File: config.mk
export PLATFORM = sky130hd
export DESIGN_NAME = linear_interp_resampler
export DESIGN_NICKNAME = d
export VERILOG_FILES = /design/src/design/lir_pkg.sv /design/src/design/lir_div.sv /design/src/design/lir_mul.sv /design/src/design/linear_interp_resampler.sv
export SDC_FILE = /design/constraint.sdc
export NUM_CORES = 2
export LEC_CHECK = 0
export BUFFER_PORTS_ARGS = -buffer_cell sky130_fd_sc_hd__buf_2
export CAP_MARGIN = 40
export CORE_ASPECT_RATIO = 0.9
export CORE_UTILIZATION = 40
export DETAILED_ROUTE_END_ITERATION = 8
export PLACE_DENSITY = 0.59
export SYNTH_ARGS = -nofsm -noshare
export SYNTH_HDL_FRONTEND = slang
export SYNTH_HIERARCHICAL = 1
export SYNTH_SLANG_ARGS = --single-unit
File: constraint.sdc
create_clock -name clk -period 10.5 [get_ports clk]
set_clock_uncertainty 0.15 [all_clocks]
set_input_delay 0.525 -clock clk [delete_from_list [all_inputs] [get_ports clk]]
set_output_delay 0.525 -clock clk [all_outputs]
set_load 0.1 [all_outputs]
File: src/design/lir_pkg.sv
// Shared constants for the linear interpolation resampler.
// No dependencies; used by lir_div and linear_interp_resampler.
package lir_pkg;

  localparam int RATE_W    = 18;          // rate register width
  localparam int DEN_W     = RATE_W + 1;  // divisor width (covers 2 * target rate)
  localparam int IDX_W     = 32;          // position index / input counter width
  localparam int CFG_IDX_W = 2;

  localparam logic [CFG_IDX_W-1:0] CFG_SRC_RATE = 2'd0;
  localparam logic [CFG_IDX_W-1:0] CFG_DST_RATE = 2'd1;

  localparam logic [RATE_W-1:0] SRC_RATE_RST = 18'd44100;
  localparam logic [RATE_W-1:0] DST_RATE_RST = 18'd48000;

endpackage

File: src/design/lir_div.sv
// Bit-serial restoring divider, one quotient bit per cycle.
// Depends on lir_pkg (divisor width).
module lir_div #(
  parameter int NUM_W = 45
) (
  input  logic                       clk,
  input  logic                       rst_n,
  input  logic                       start_i,
  input  logic [NUM_W-1:0]           num_i,
  input  logic [lir_pkg::DEN_W-1:0]  den_i,
  output logic                       busy_o,
  output logic [NUM_W-1:0]           quo_o,
  output logic [lir_pkg::DEN_W-1:0]  rmd_o
);

  localparam int DW    = lir_pkg::DEN_W;
  localparam int CNT_W = $clog2(NUM_W + 1);

  logic [NUM_W-1:0] q_r, q_nxt;
  logic [DW-1:0]    r_r, r_nxt;
  logic [DW-1:0]    den_r, den_nxt;
  logic [CNT_W-1:0] cnt_r, cnt_nxt;
  logic             busy_r, busy_nxt;
  logic [DW:0]      trial;
  logic [DW:0]      diff;
  logic             ge;

  assign trial = {r_r, q_r[NUM_W-1]};
  assign diff  = trial - {1'b0, den_r};
  assign ge    = trial >= {1'b0, den_r};

  always_comb begin
    q_nxt    = q_r;
    r_nxt    = r_r;
    den_nxt  = den_r;
    cnt_nxt  = cnt_r;
    busy_nxt = busy_r;
    if (start_i) begin
      q_nxt    = num_i;
      r_nxt    = '0;
      den_nxt  = den_i;
      cnt_nxt  = CNT_W'(NUM_W);
      busy_nxt = 1'b1;
    end else if (busy_r) begin
      r_nxt   = ge ? diff[DW-1:0] : trial[DW-1:0];
      q_nxt   = {q_r[NUM_W-2:0], ge};
      cnt_nxt = cnt_r - CNT_W'(1);
      if (cnt_r == CNT_W'(1)) begin
        busy_nxt = 1'b0;
      end
    end
  end

  always_ff @(posedge clk) begin
    if (!rst_n) begin
      busy_r <= 1'b0;
      cnt_r  <= '0;
    end else begin
      busy_r <= busy_nxt;
      cnt_r  <= cnt_nxt;
    end
  end

  always_ff @(posedge clk) begin
    q_r   <= q_nxt;
    r_r   <= r_nxt;
    den_r <= den_nxt;
  end

  assign busy_o = busy_r;
  assign quo_o  = q_r;
  assign rmd_o  = r_r;

endmodule

File: src/design/lir_mul.sv
// Registered signed-by-unsigned multiplier shared by interpolation and position jump.
// No package dependencies.
module lir_mul #(
  parameter int A_W = 25,
  parameter int B_W = 18
) (
  input  logic                     clk,
  input  logic                     en_i,
  input  logic signed [A_W-1:0]    a_i,
  input  logic [B_W-1:0]           b_i,
  output logic signed [A_W+B_W:0]  p_o
);

  logic signed [A_W+B_W:0] p_r;

  always_ff @(posedge clk) begin
    if (en_i) begin
      p_r <= a_i * $signed({1'b0, b_i});
    end
  end

  assign p_o = p_r;

endmodule

File: src/design/linear_interp_resampler.sv
// Linear interpolation sample rate converter; top level, sequencer and stream state.
// Uses lir_pkg, lir_div (serial divider) and lir_mul (registered multiplier).
// Equal rates pass each item straight through. Otherwise each interpolated output takes a
// division (one-bit-per-cycle divider) and outputs on the last sample take none; the ratio
// division runs on the first item after reset or a rate write, and a capped interval takes
// two divisions. Sync active-low reset: 44100/48000, state cleared.
module linear_interp_resampler #(
  parameter int MAX_PER_INPUT = 32,
  parameter int SAMPLE_BITS   = 24
) (
  input  logic                                    clk,
  input  logic                                    rst_n,
  // input stream
  input  logic                                    in_tvalid,
  output logic                                    in_tready,
  input  logic [((SAMPLE_BITS+7)/8)*8-1:0]        in_tdata,   // [SB-1:0] in_sample
  input  logic                                    in_tlast,   // in_last
  // result stream
  output logic                                    out_tvalid,
  input  logic                                    out_tready,
  output logic [((SAMPLE_BITS+7)/8)*8-1:0]        out_tdata,  // [SB-1:0] out_sample
  output logic                                    out_tlast,  // run_end
  output logic                                    out_tuser,  // [0] buffer_end
  // register writes
  input  logic                                    cfg_valid,
  output logic                                    cfg_ready,
  input  logic [lir_pkg::CFG_IDX_W-1:0]           cfg_index,
  input  logic [lir_pkg::RATE_W-1:0]              cfg_data
);

  localparam int SB     = SAMPLE_BITS;
  localparam int TD_W   = ((SAMPLE_BITS + 7) / 8) * 8;
  localparam int RW     = lir_pkg::RATE_W;
  localparam int DW     = lir_pkg::DEN_W;
  localparam int IW     = lir_pkg::IDX_W;
  localparam int MA_W   = (SAMPLE_BITS + 1 > RW + 1) ? SAMPLE_BITS + 1 : RW + 1;
  localparam int P_W    = MA_W + RW + 1;
  localparam int NS_W   = P_W + 2;
  localparam int NUM_W  = P_W + 1;
  localparam int CNT_W  = $clog2(MAX_PER_INPUT + 1);

  // sequencer states
  localparam logic [3:0] ST_IDLE    = 4'd0;
  localparam logic [3:0] ST_RATIO   = 4'd1;   // start src/dst division
  localparam logic [3:0] ST_RATIO_W = 4'd2;
  localparam logic [3:0] ST_L1      = 4'd3;   // outputs between previous and current sample
  localparam logic [3:0] ST_MUL     = 4'd4;
  localparam logic [3:0] ST_IDIV    = 4'd5;
  localparam logic [3:0] ST_IDIV_W  = 4'd6;
  localparam logic [3:0] ST_PUT     = 4'd7;   // move finished value into the hold slot
  localparam logic [3:0] ST_JK      = 4'd8;   // jump: step count
  localparam logic [3:0] ST_JK_W    = 4'd9;
  localparam logic [3:0] ST_JM      = 4'd10;
  localparam logic [3:0] ST_JD      = 4'd11;  // jump: new position
  localparam logic [3:0] ST_JD_W    = 4'd12;
  localparam logic [3:0] ST_L2      = 4'd13;  // outputs lying on the last sample
  localparam logic [3:0] ST_END     = 4'd14;
  localparam logic [3:0] ST_FLUSH   = 4'd15;

  localparam logic [1:0] PH_L1  = 2'd0;
  localparam logic [1:0] PH_L2  = 2'd1;
  localparam logic [1:0] PH_END = 2'd2;

  logic [3:0]       state_r, state_nxt;
  logic [RW-1:0]    src_cfg_r, src_cfg_nxt;
  logic [RW-1:0]    dst_cfg_r, dst_cfg_nxt;
  logic             ratio_ok_r, ratio_ok_nxt;
  logic [RW-1:0]    ratio_q_r, ratio_q_nxt;      // src / dst
  logic [RW-1:0]    ratio_rm_r, ratio_rm_nxt;    // src % dst
  logic [SB-1:0]    prev_r, prev_nxt;
  logic             have_r, have_nxt;
  logic [IW-1:0]    seen_r, seen_nxt;
  logic [IW-1:0]    idx_r, idx_nxt;              // integer output position
  logic [RW-1:0]    frac_r, frac_nxt;            // fractional position, times dst
  logic [SB-1:0]    s_r, s_nxt;
  logic [SB-1:0]    a_r, a_nxt;
  logic [SB-1:0]    val_r, val_nxt;
  logic             last_r, last_nxt;
  logic [CNT_W-1:0] cnt_r, cnt_nxt;
  logic [SB-1:0]    pend_r, pend_nxt;            // held result, flags not yet known
  logic             pend_v_r, pend_v_nxt;
  logic [1:0]       phase_r, phase_nxt;
  logic             neg_r, neg_nxt;
  logic             out_v_r, out_v_nxt;
  logic [SB-1:0]    out_sample_r, out_sample_nxt;
  logic             out_run_r, out_run_nxt;
  logic             out_buf_r, out_buf_nxt;

  logic [RW-1:0]    src_e, dst_e;
  logic             idx_at_prev, idx_at_cur;
  logic [RW+1:0]    sum_rs;
  logic             win1, win2, cnt_room, c1, c2;
  logic [RW:0]      adv_sum, adv_diff;
  logic             adv_c;
  logic [RW-1:0]    adv_frac;
  logic [IW-1:0]    adv_idx;
  logic             out_free;
  logic             in_acc, cfg_acc;
  logic [SB-1:0]    in_sample;

  logic [SB:0]      d_diff;
  logic [MA_W-1:0]  mul_a;
  logic [RW-1:0]    mul_b;
  logic             mul_en;
  logic [P_W-1:0]   mul_p;
  logic [NS_W-1:0]  inum_s, inum_abs;
  logic             inum_neg;
  logic [RW+1:0]    jk_num;

  logic             div_start, div_busy;
  logic [NUM_W-1:0] div_num, div_quo;
  logic [DW-1:0]    div_den, div_rmd;
  logic [SB-1:0]    q_mag, q_f;

  // a rate of zero behaves as one
  assign src_e = (src_cfg_r == '0) ? RW'(1) : src_cfg_r;
  assign dst_e = (dst_cfg_r == '0) ? RW'(1) : dst_cfg_r;

  assign in_sample = in_tdata[SB-1:0];
  assign cfg_ready = (state_r == ST_IDLE);
  assign in_tready = (state_r == ST_IDLE) && !cfg_valid;
  assign in_acc    = in_tvalid && in_tready;
  assign cfg_acc   = cfg_valid && cfg_ready;
  assign out_free  = !out_v_r || out_tready;

  // loop conditions; position compared relative to inputs seen
  assign idx_at_prev = (idx_r == seen_r - IW'(1));
  assign idx_at_cur  = (idx_r == seen_r);
  assign sum_rs      = {2'b00, frac_r} + {2'b00, src_e};
  assign win1        = (seen_r != '0) && (sum_rs <= {1'b0, dst_e, 1'b0});
  assign win2        = sum_rs <= {2'b00, dst_e};
  assign cnt_room    = cnt_r < CNT_W'(MAX_PER_INPUT);
  assign c1          = idx_at_prev && cnt_room && !(last_r && !win1);
  assign c2          = idx_at_cur && cnt_room && win2;

  // one output step: position += src/dst
  assign adv_sum  = {1'b0, frac_r} + {1'b0, ratio_rm_r};
  assign adv_diff = adv_sum - {1'b0, dst_e};
  assign adv_c    = adv_sum >= {1'b0, dst_e};
  assign adv_frac = adv_c ? adv_diff[RW-1:0] : adv_sum[RW-1:0];
  assign adv_idx  = idx_r + IW'(ratio_q_r) + IW'(adv_c);

  // multiplier operands: (b - a) * frac, or jump steps * src
  assign d_diff = {s_r[SB-1], s_r} - {a_r[SB-1], a_r};
  assign mul_a  = (state_r == ST_JM) ? MA_W'(div_quo[RW-1:0]) : MA_W'($signed(d_diff));
  assign mul_b  = (state_r == ST_JM) ? src_e : frac_r;
  assign mul_en = (state_r == ST_MUL) || (state_r == ST_JM);

  lir_mul #(
    .A_W (MA_W),
    .B_W (RW)
  ) u_mul (
    .clk  (clk),
    .en_i (mul_en),
    .a_i  (mul_a),
    .b_i  (mul_b),
    .p_o  (mul_p)
  );

  // rounding numerator 2*(b-a)*frac + dst, split into sign and magnitude
  assign inum_s   = {mul_p[P_W-1], mul_p, 1'b0} + NS_W'(dst_e);
  assign inum_neg = inum_s[NS_W-1];
  assign inum_abs = inum_neg ? (~inum_s + NS_W'(1)) : inum_s;
  assign jk_num   = {2'b00, dst_e} - {2'b00, frac_r} + {2'b00, src_e} - (RW+2)'(1);

  assign div_start = (state_r == ST_RATIO) || (state_r == ST_JK) ||
                     (state_r == ST_JD) || (state_r == ST_IDIV);

  always_comb begin
    case (state_r)
      ST_RATIO: begin
        div_num = NUM_W'(src_e);
        div_den = {1'b0, dst_e};
      end
      ST_JK: begin
        div_num = NUM_W'(jk_num);
        div_den = {1'b0, src_e};
      end
      ST_JD: begin
        div_num = NUM_W'(mul_p) + NUM_W'(frac_r);
        div_den = {1'b0, dst_e};
      end
      default: begin
        div_num = inum_abs[NUM_W-1:0];
        div_den = {dst_e, 1'b0};
      end
    endcase
  end

  lir_div #(
    .NUM_W (NUM_W)
  ) u_div (
    .clk     (clk),
    .rst_n   (rst_n),
    .start_i (div_start),
    .num_i   (div_num),
    .den_i   (div_den),
    .busy_o  (div_busy),
    .quo_o   (div_quo),
    .rmd_o   (div_rmd)
  );

  // floor division from truncated magnitude
  assign q_mag = div_quo[SB-1:0] + SB'(neg_r && (div_rmd != '0));
  assign q_f   = neg_r ? (~q_mag + SB'(1)) : q_mag;

  always_comb begin
    state_nxt      = state_r;
    src_cfg_nxt    = src_cfg_r;
    dst_cfg_nxt    = dst_cfg_r;
    ratio_ok_nxt   = ratio_ok_r;
    ratio_q_nxt    = ratio_q_r;
    ratio_rm_nxt   = ratio_rm_r;
    prev_nxt       = prev_r;
    have_nxt       = have_r;
    seen_nxt       = seen_r;
    idx_nxt        = idx_r;
    frac_nxt       = frac_r;
    s_nxt          = s_r;
    a_nxt          = a_r;
    val_nxt        = val_r;
    last_nxt       = last_r;
    cnt_nxt        = cnt_r;
    pend_nxt       = pend_r;
    pend_v_nxt     = pend_v_r;
    phase_nxt      = phase_r;
    neg_nxt        = neg_r;
    out_v_nxt      = out_v_r && !out_tready;
    out_sample_nxt = out_sample_r;
    out_run_nxt    = out_run_r;
    out_buf_nxt    = out_buf_r;

    case (state_r)
      ST_IDLE: begin
        if (cfg_acc) begin
          // a rate write restarts the stream
          if (cfg_index == lir_pkg::CFG_SRC_RATE || cfg_index == lir_pkg::CFG_DST_RATE) begin
            if (cfg_index == lir_pkg::CFG_SRC_RATE) begin
              src_cfg_nxt = cfg_data;
            end else begin
              dst_cfg_nxt = cfg_data;
            end
            ratio_ok_nxt = 1'b0;
            have_nxt     = 1'b0;
            seen_nxt     = '0;
            idx_nxt      = '0;
            frac_nxt     = '0;
          end
        end else if (in_acc) begin
          s_nxt    = in_sample;
          last_nxt = in_tlast;
          a_nxt    = have_r ? prev_r : in_sample;
          cnt_nxt  = '0;
          if (src_e == dst_e) begin
            // pass-through
            pend_nxt   = in_sample;
            pend_v_nxt = 1'b1;
            state_nxt  = ST_FLUSH;
          end else if (!ratio_ok_r) begin
            state_nxt = ST_RATIO;
          end else begin
            state_nxt = ST_L1;
          end
        end
      end
      ST_RATIO: begin
        state_nxt = ST_RATIO_W;
      end
      ST_RATIO_W: begin
        if (!div_busy) begin
          ratio_q_nxt  = div_quo[RW-1:0];
          ratio_rm_nxt = div_rmd[RW-1:0];
          ratio_ok_nxt = 1'b1;
          state_nxt    = ST_L1;
        end
      end
      ST_L1: begin
        if (have_r && c1) begin
          phase_nxt = PH_L1;
          state_nxt = ST_MUL;
        end else if (have_r && !last_r && idx_at_prev) begin
          state_nxt = ST_JK;   // output cap hit: skip rest of this interval
        end else if (last_r) begin
          state_nxt = ST_L2;
        end else begin
          state_nxt = ST_FLUSH;
        end
      end
      ST_MUL: begin
        state_nxt = ST_IDIV;
      end
      ST_IDIV: begin
        neg_nxt   = inum_neg;
        state_nxt = ST_IDIV_W;
      end
      ST_IDIV_W: begin
        if (!div_busy) begin
          val_nxt   = a_r + q_f;
          state_nxt = ST_PUT;
        end
      end
      ST_PUT: begin
        if (!pend_v_r || out_free) begin
          if (pend_v_r) begin
            // another result follows, so the held one is not the last
            out_v_nxt      = 1'b1;
            out_sample_nxt = pend_r;
            out_run_nxt    = 1'b0;
            out_buf_nxt    = 1'b0;
          end
          pend_nxt   = val_r;
          pend_v_nxt = 1'b1;
          cnt_nxt    = cnt_r + CNT_W'(1);
          case (phase_r)
            PH_L1: begin
              idx_nxt   = adv_idx;
              frac_nxt  = adv_frac;
              state_nxt = ST_L1;
            end
            PH_L2: begin
              idx_nxt   = adv_idx;
              frac_nxt  = adv_frac;
              state_nxt = ST_L2;
            end
            default: begin
              state_nxt = ST_FLUSH;
            end
          endcase
        end
      end
      ST_JK: begin
        state_nxt = ST_JK_W;
      end
      ST_JK_W: begin
        if (!div_busy) begin
          state_nxt = ST_JM;
        end
      end
      ST_JM: begin
        state_nxt = ST_JD;
      end
      ST_JD: begin
        state_nxt = ST_JD_W;
      end
      ST_JD_W: begin
        if (!div_busy) begin
          idx_nxt   = idx_r + div_quo[IW-1:0];
          frac_nxt  = div_rmd[RW-1:0];
          state_nxt = ST_FLUSH;
        end
      end
      ST_L2: begin
        if (c2) begin
          val_nxt   = s_r;
          phase_nxt = PH_L2;
          state_nxt = ST_PUT;
        end else begin
          state_nxt = ST_END;
        end
      end
      ST_END: begin
        // buffer that produced nothing still gives one result
        if (idx_r == '0 && frac_r == '0 && cnt_r == '0) begin
          val_nxt   = a_r;
          phase_nxt = PH_END;
          state_nxt = ST_PUT;
        end else begin
          state_nxt = ST_FLUSH;
        end
      end
      ST_FLUSH: begin
        if (!pend_v_r || out_free) begin
          if (pend_v_r) begin
            out_v_nxt      = 1'b1;
            out_sample_nxt = pend_r;
            out_run_nxt    = 1'b1;
            out_buf_nxt    = last_r;
          end
          pend_v_nxt = 1'b0;
          if (last_r) begin
            have_nxt = 1'b0;
            seen_nxt = '0;
            idx_nxt  = '0;
            frac_nxt = '0;
          end else begin
            prev_nxt = s_r;
            have_nxt = 1'b1;
            seen_nxt = seen_r + IW'(1);
          end
          state_nxt = ST_IDLE;
        end
      end
      default: begin
        state_nxt = ST_IDLE;
      end
    endcase
  end

  always_ff @(posedge clk) begin
    if (!rst_n) begin
      state_r    <= ST_IDLE;
      src_cfg_r  <= lir_pkg::SRC_RATE_RST;
      dst_cfg_r  <= lir_pkg::DST_RATE_RST;
      ratio_ok_r <= 1'b0;
      have_r     <= 1'b0;
      seen_r     <= '0;
      idx_r      <= '0;
      frac_r     <= '0;
      cnt_r      <= '0;
      pend_v_r   <= 1'b0;
      phase_r    <= PH_L1;
      out_v_r    <= 1'b0;
    end else begin
      state_r    <= state_nxt;
      src_cfg_r  <= src_cfg_nxt;
      dst_cfg_r  <= dst_cfg_nxt;
      ratio_ok_r <= ratio_ok_nxt;
      have_r     <= have_nxt;
      seen_r     <= seen_nxt;
      idx_r      <= idx_nxt;
      frac_r     <= frac_nxt;
      cnt_r      <= cnt_nxt;
      pend_v_r   <= pend_v_nxt;
      phase_r    <= phase_nxt;
      out_v_r    <= out_v_nxt;
    end
  end

  always_ff @(posedge clk) begin
    ratio_q_r    <= ratio_q_nxt;
    ratio_rm_r   <= ratio_rm_nxt;
    prev_r       <= prev_nxt;
    s_r          <= s_nxt;
    a_r          <= a_nxt;
    val_r        <= val_nxt;
    last_r       <= last_nxt;
    pend_r       <= pend_nxt;
    neg_r        <= neg_nxt;
    out_sample_r <= out_sample_nxt;
    out_run_r    <= out_run_nxt;
    out_buf_r    <= out_buf_nxt;
  end

  assign out_tvalid = out_v_r;
  assign out_tdata  = TD_W'(out_sample_r);
  assign out_tlast  = out_run_r;
  assign out_tuser  = out_buf_r;

`ifndef SYNTHESIS
  a_frac_range: assert property (@(posedge clk) disable iff (!rst_n)
    frac_r < dst_e)
    else $error("fractional position not below target rate");

  a_idle_clean: assert property (@(posedge clk) disable iff (!rst_n)
    in_tready |-> (!pend_v_r && !div_busy))
    else $error("input ready while item work is outstanding");

  a_div_start: assert property (@(posedge clk) disable iff (!rst_n)
    div_start |-> !div_busy)
    else $error("divider restarted while busy");

  a_cnt_cap: assert property (@(posedge clk) disable iff (!rst_n)
    cnt_r <= CNT_W'(MAX_PER_INPUT))
    else $error("output count exceeds per-input cap");
`endif

endmodule
==> key figures <==
Logic synthesis
  • Yosys cell types: 109
  • YS warnings: 6
  • #FFs+latches synth: 452
  • Syn_nets: 7174
  • Cell count after synthesis: 6249
  • Number of synthesized flops with an enable pin: 292
  • Syn avg cell area: 8.60 µm²
  • Post-synthesis sequential area ratio: 0.223
  • Ys async rst share: 0
  • Netlist Area Pre-Place: 53700 µm²
  • Top FF cell, synth: edfxtp_1

Cells and area
  • P&R area growth vs syn: 9.32%
  • Layout Nets: 7155
  • Filler cells: 13072
  • Sequential Area: 12000 µm²
  • Leading cell types in the layout, fill and taps excluded: inv_1, nand2_1, fa_1
  • Commonest non-fill, non-tap cell in the layout: inv_1
  • Multi-input logic area: 37800 µm²
  • Layout cell share with drive strength beyond 1: 0.0755

Drt
  • DRT antenna net count: 0
  • Via density: 5.68
  • Vias post-DR: 45560
  • Routed Wire Length: 169000 µm
  • First-iteration detailed-routing DRC count: 3948
  • 1st-pass router iterations: 6
  • DR WL/cell: 21.1 µm
  • # DRC: 0

Worst setup path
  • Startpoint Class: flip-flop
  • Required @ worst endpoint: 10760 ps
  • R2r startpoint: a_r[1]$_DFFE_PP_
  • CP Capture Type: flip-flop
  • CP max stage delay: 540 ps
  • Most used cell, CP: fa_1
  • Critical path buffer and inverter count: 6
  • WP data arrival: 9890 ps
  • Crit-path leading delay family: compound AO/OA/AOI/OAI gates
  • Slowest CP cell: fa_1
  • Max FO, Critical Path: 18
  • Worst setup path start: a_r[1]$_DFFE_PP_
  • Flop-to-flop setup slack: 870 ps
  • Crit path kind: reg2reg

Min path
  • Worst hold path type: in2reg
  • Hold Startpoint: in_tdata[23]

Clock network
  • Clock Path Buffers: 3
  • Clock-pin transition on the worst setup and hold timing paths: 60 ps
  • Inserted Clock Buffers: 55
  • Clk_lat worst skew: 690 ps
  • H-tree levels: 2
  • CTS Root Cell: clkbuf_16
  • CTS tree: built
  • Post-CTS setup buffer count: 0
  • CTS sink count: 452

STA
  • Post-route minimum period: 9630 ps
  • Max-slew violation count: 0
  • Period utilization: 0.917
  • Post-route setup slack: 868 ps
  • Max frequency: 104 MHz
  • Worst Tran Pin Value: 969 ps
  • Final hold viol count: 0
  • Relative slew slack: 0.354
  • RSZ-0062 raised after global routing: no
  • Final setup vio count: 0
  • Fin Setup TNS: 0 ps

Die
  • Core ar.: 133000 µm²
  • # rows: 127
  • Die footprint: 136000 µm²
  • Chip height: 350 µm
  • Die X: 388 µm
  • # IOs: 79
  • Initial Utilization: 0.403

GRT
  • Grt ovf: 0
  • Met3 usage: 0.0306
  • First-pass GRT wire length: 262000 µm
  • Busiest grt layer: met2
  • M1 GR Usage: 0.337
  • Met2 GRT Util: 0.401
  • Largest net degree at the start of global routing: 56
  • Overall global routing resource usage: 0.246
  • Number of global-route vias before repair: 44316
  • Initial antenna violation count: 2

Job
  • Max Cap Violations: 0

Placement
  • Port Buffers: 78
  • HPWL after DPL: 130000 µm
  • DP Worst Slack: 697 ps
  • Gpl congestion: 0.930

Outcome
  • Status: complete, no violations
## synth_stat cells (45+ instances only)
| master | number | share of area |
|---|---|---|
| and2_1 | 320 | 0.037 |
| fa_1 | 458 | 0.17 |
| a211oi_1 | 45 | 0.0063 |
| nand2_1 | 630 | 0.044 |
| nor4_1 | 51 | 0.0059 |
| dfxtp_1 | 160 | 0.060 |
| nand3_1 | 161 | 0.015 |
| o21ai_0 | 301 | 0.028 |
| o21a_1 | 47 | 0.0066 |
| a21oi_1 | 317 | 0.030 |
| clkbuf_1 | 270 | 0.019 |
| nor2_1 | 330 | 0.023 |
| inv_1 | 810 | 0.057 |
| a21o_1 | 97 | 0.014 |
| and3_1 | 73 | 0.0085 |
| ha_1 | 417 | 0.097 |
| o211ai_1 | 47 | 0.0066 |
| nor3_1 | 128 | 0.012 |
| edfxtp_1 | 292 | 0.16 |
| a22oi_1 | 56 | 0.0078 |
| xor2_1 | 154 | 0.025 |
| nand2b_1 | 53 | 0.0062 |
| mux2_2 | 76 | 0.016 |
| xnor2_1 | 282 | 0.046 |
| a31oi_1 | 69 | 0.0080 |
| nand4_1 | 65 | 0.0076 |
## cells by family (layout without fill, tap and decap cells)
| kind of cell | after synthesis | count (layout) | share of synthesized area |
|---|---|---|---|
| other cells | 0 | 1 | 0 |
| mux | 99 | 99 | 0.0203 |
| fa+ha+maj | 875 | 875 | 0.268 |
| xor+xnor | 436 | 436 | 0.0711 |
| flops | 452 | 452 | 0.223 |
| simple gates | 1989 | 1989 | 0.184 |
| buf+inv | 1111 | 1137 | 0.0783 |
| compound gates | 1287 | 1287 | 0.155 |
## stage by stage
stage	std cells	hold slack (ps)	util	cell area (µm²)
floorplan	6249	250	-	53700
global placement	7858	253	0.421	56100
detailed placement	7871	257	0.422	56300
CTS	8016	28.1	0.440	58700
global route	8016	30.7	0.441	58700
finish	8017	72.1	0.441	58700
## path summary, 6_finish.rpt
kind                            depth (start not counted)                       to
worst min-delay path                                    1        s_r[23]$_DFFE_PP_
worst max register to register                         34  u_mul/p_o[37]$_DFFE_PP_
worst max-delay path                                   34  u_mul/p_o[37]$_DFFE_PP_
worst min register to register                          0  out_tdata[13]$_DFFE_PP_
## repair_timing
action / 4_1_cts / 5_1_grt
endpoints found under the hold margin: 66 / 0
setup endpoints to repair: 0 / 3
gates resized for setup: 0 / 2
hold buffers: 43 / 0
## registers in the layout, indices dropped and copies added, names as in the netlist, 19 cells and up
name         cells
a_r             24
s_r             24
out_tdata       24
idx_r           32
u_div/rmd_o     19
val_r           24
u_mul/p_o       44
u_div/den_r     19
prev_r          24
pend_r          24
seen_r          32
u_div/quo_o     45
## routing by layer
metal,vias to the layer above,wire [µm]
met3,256,11100
li1,21328,-
met2,1538,77600
met1,22438,74700
met5,-,0
met4,0,5900
## final cells by class
cell class,instances,area share
clock inverter,28,0.00641
timing repair buffer,225,0.0293
tap,1741,0.0371
antenna,1,0.0000426
clock buffer,74,0.0277
inverter,810,0.0518
multi-input combinational,4686,0.644
sequential,452,0.204
Power is not shown: default switching activity piles up to over one toggle a cycle in this logic, so the estimate is an artifact.
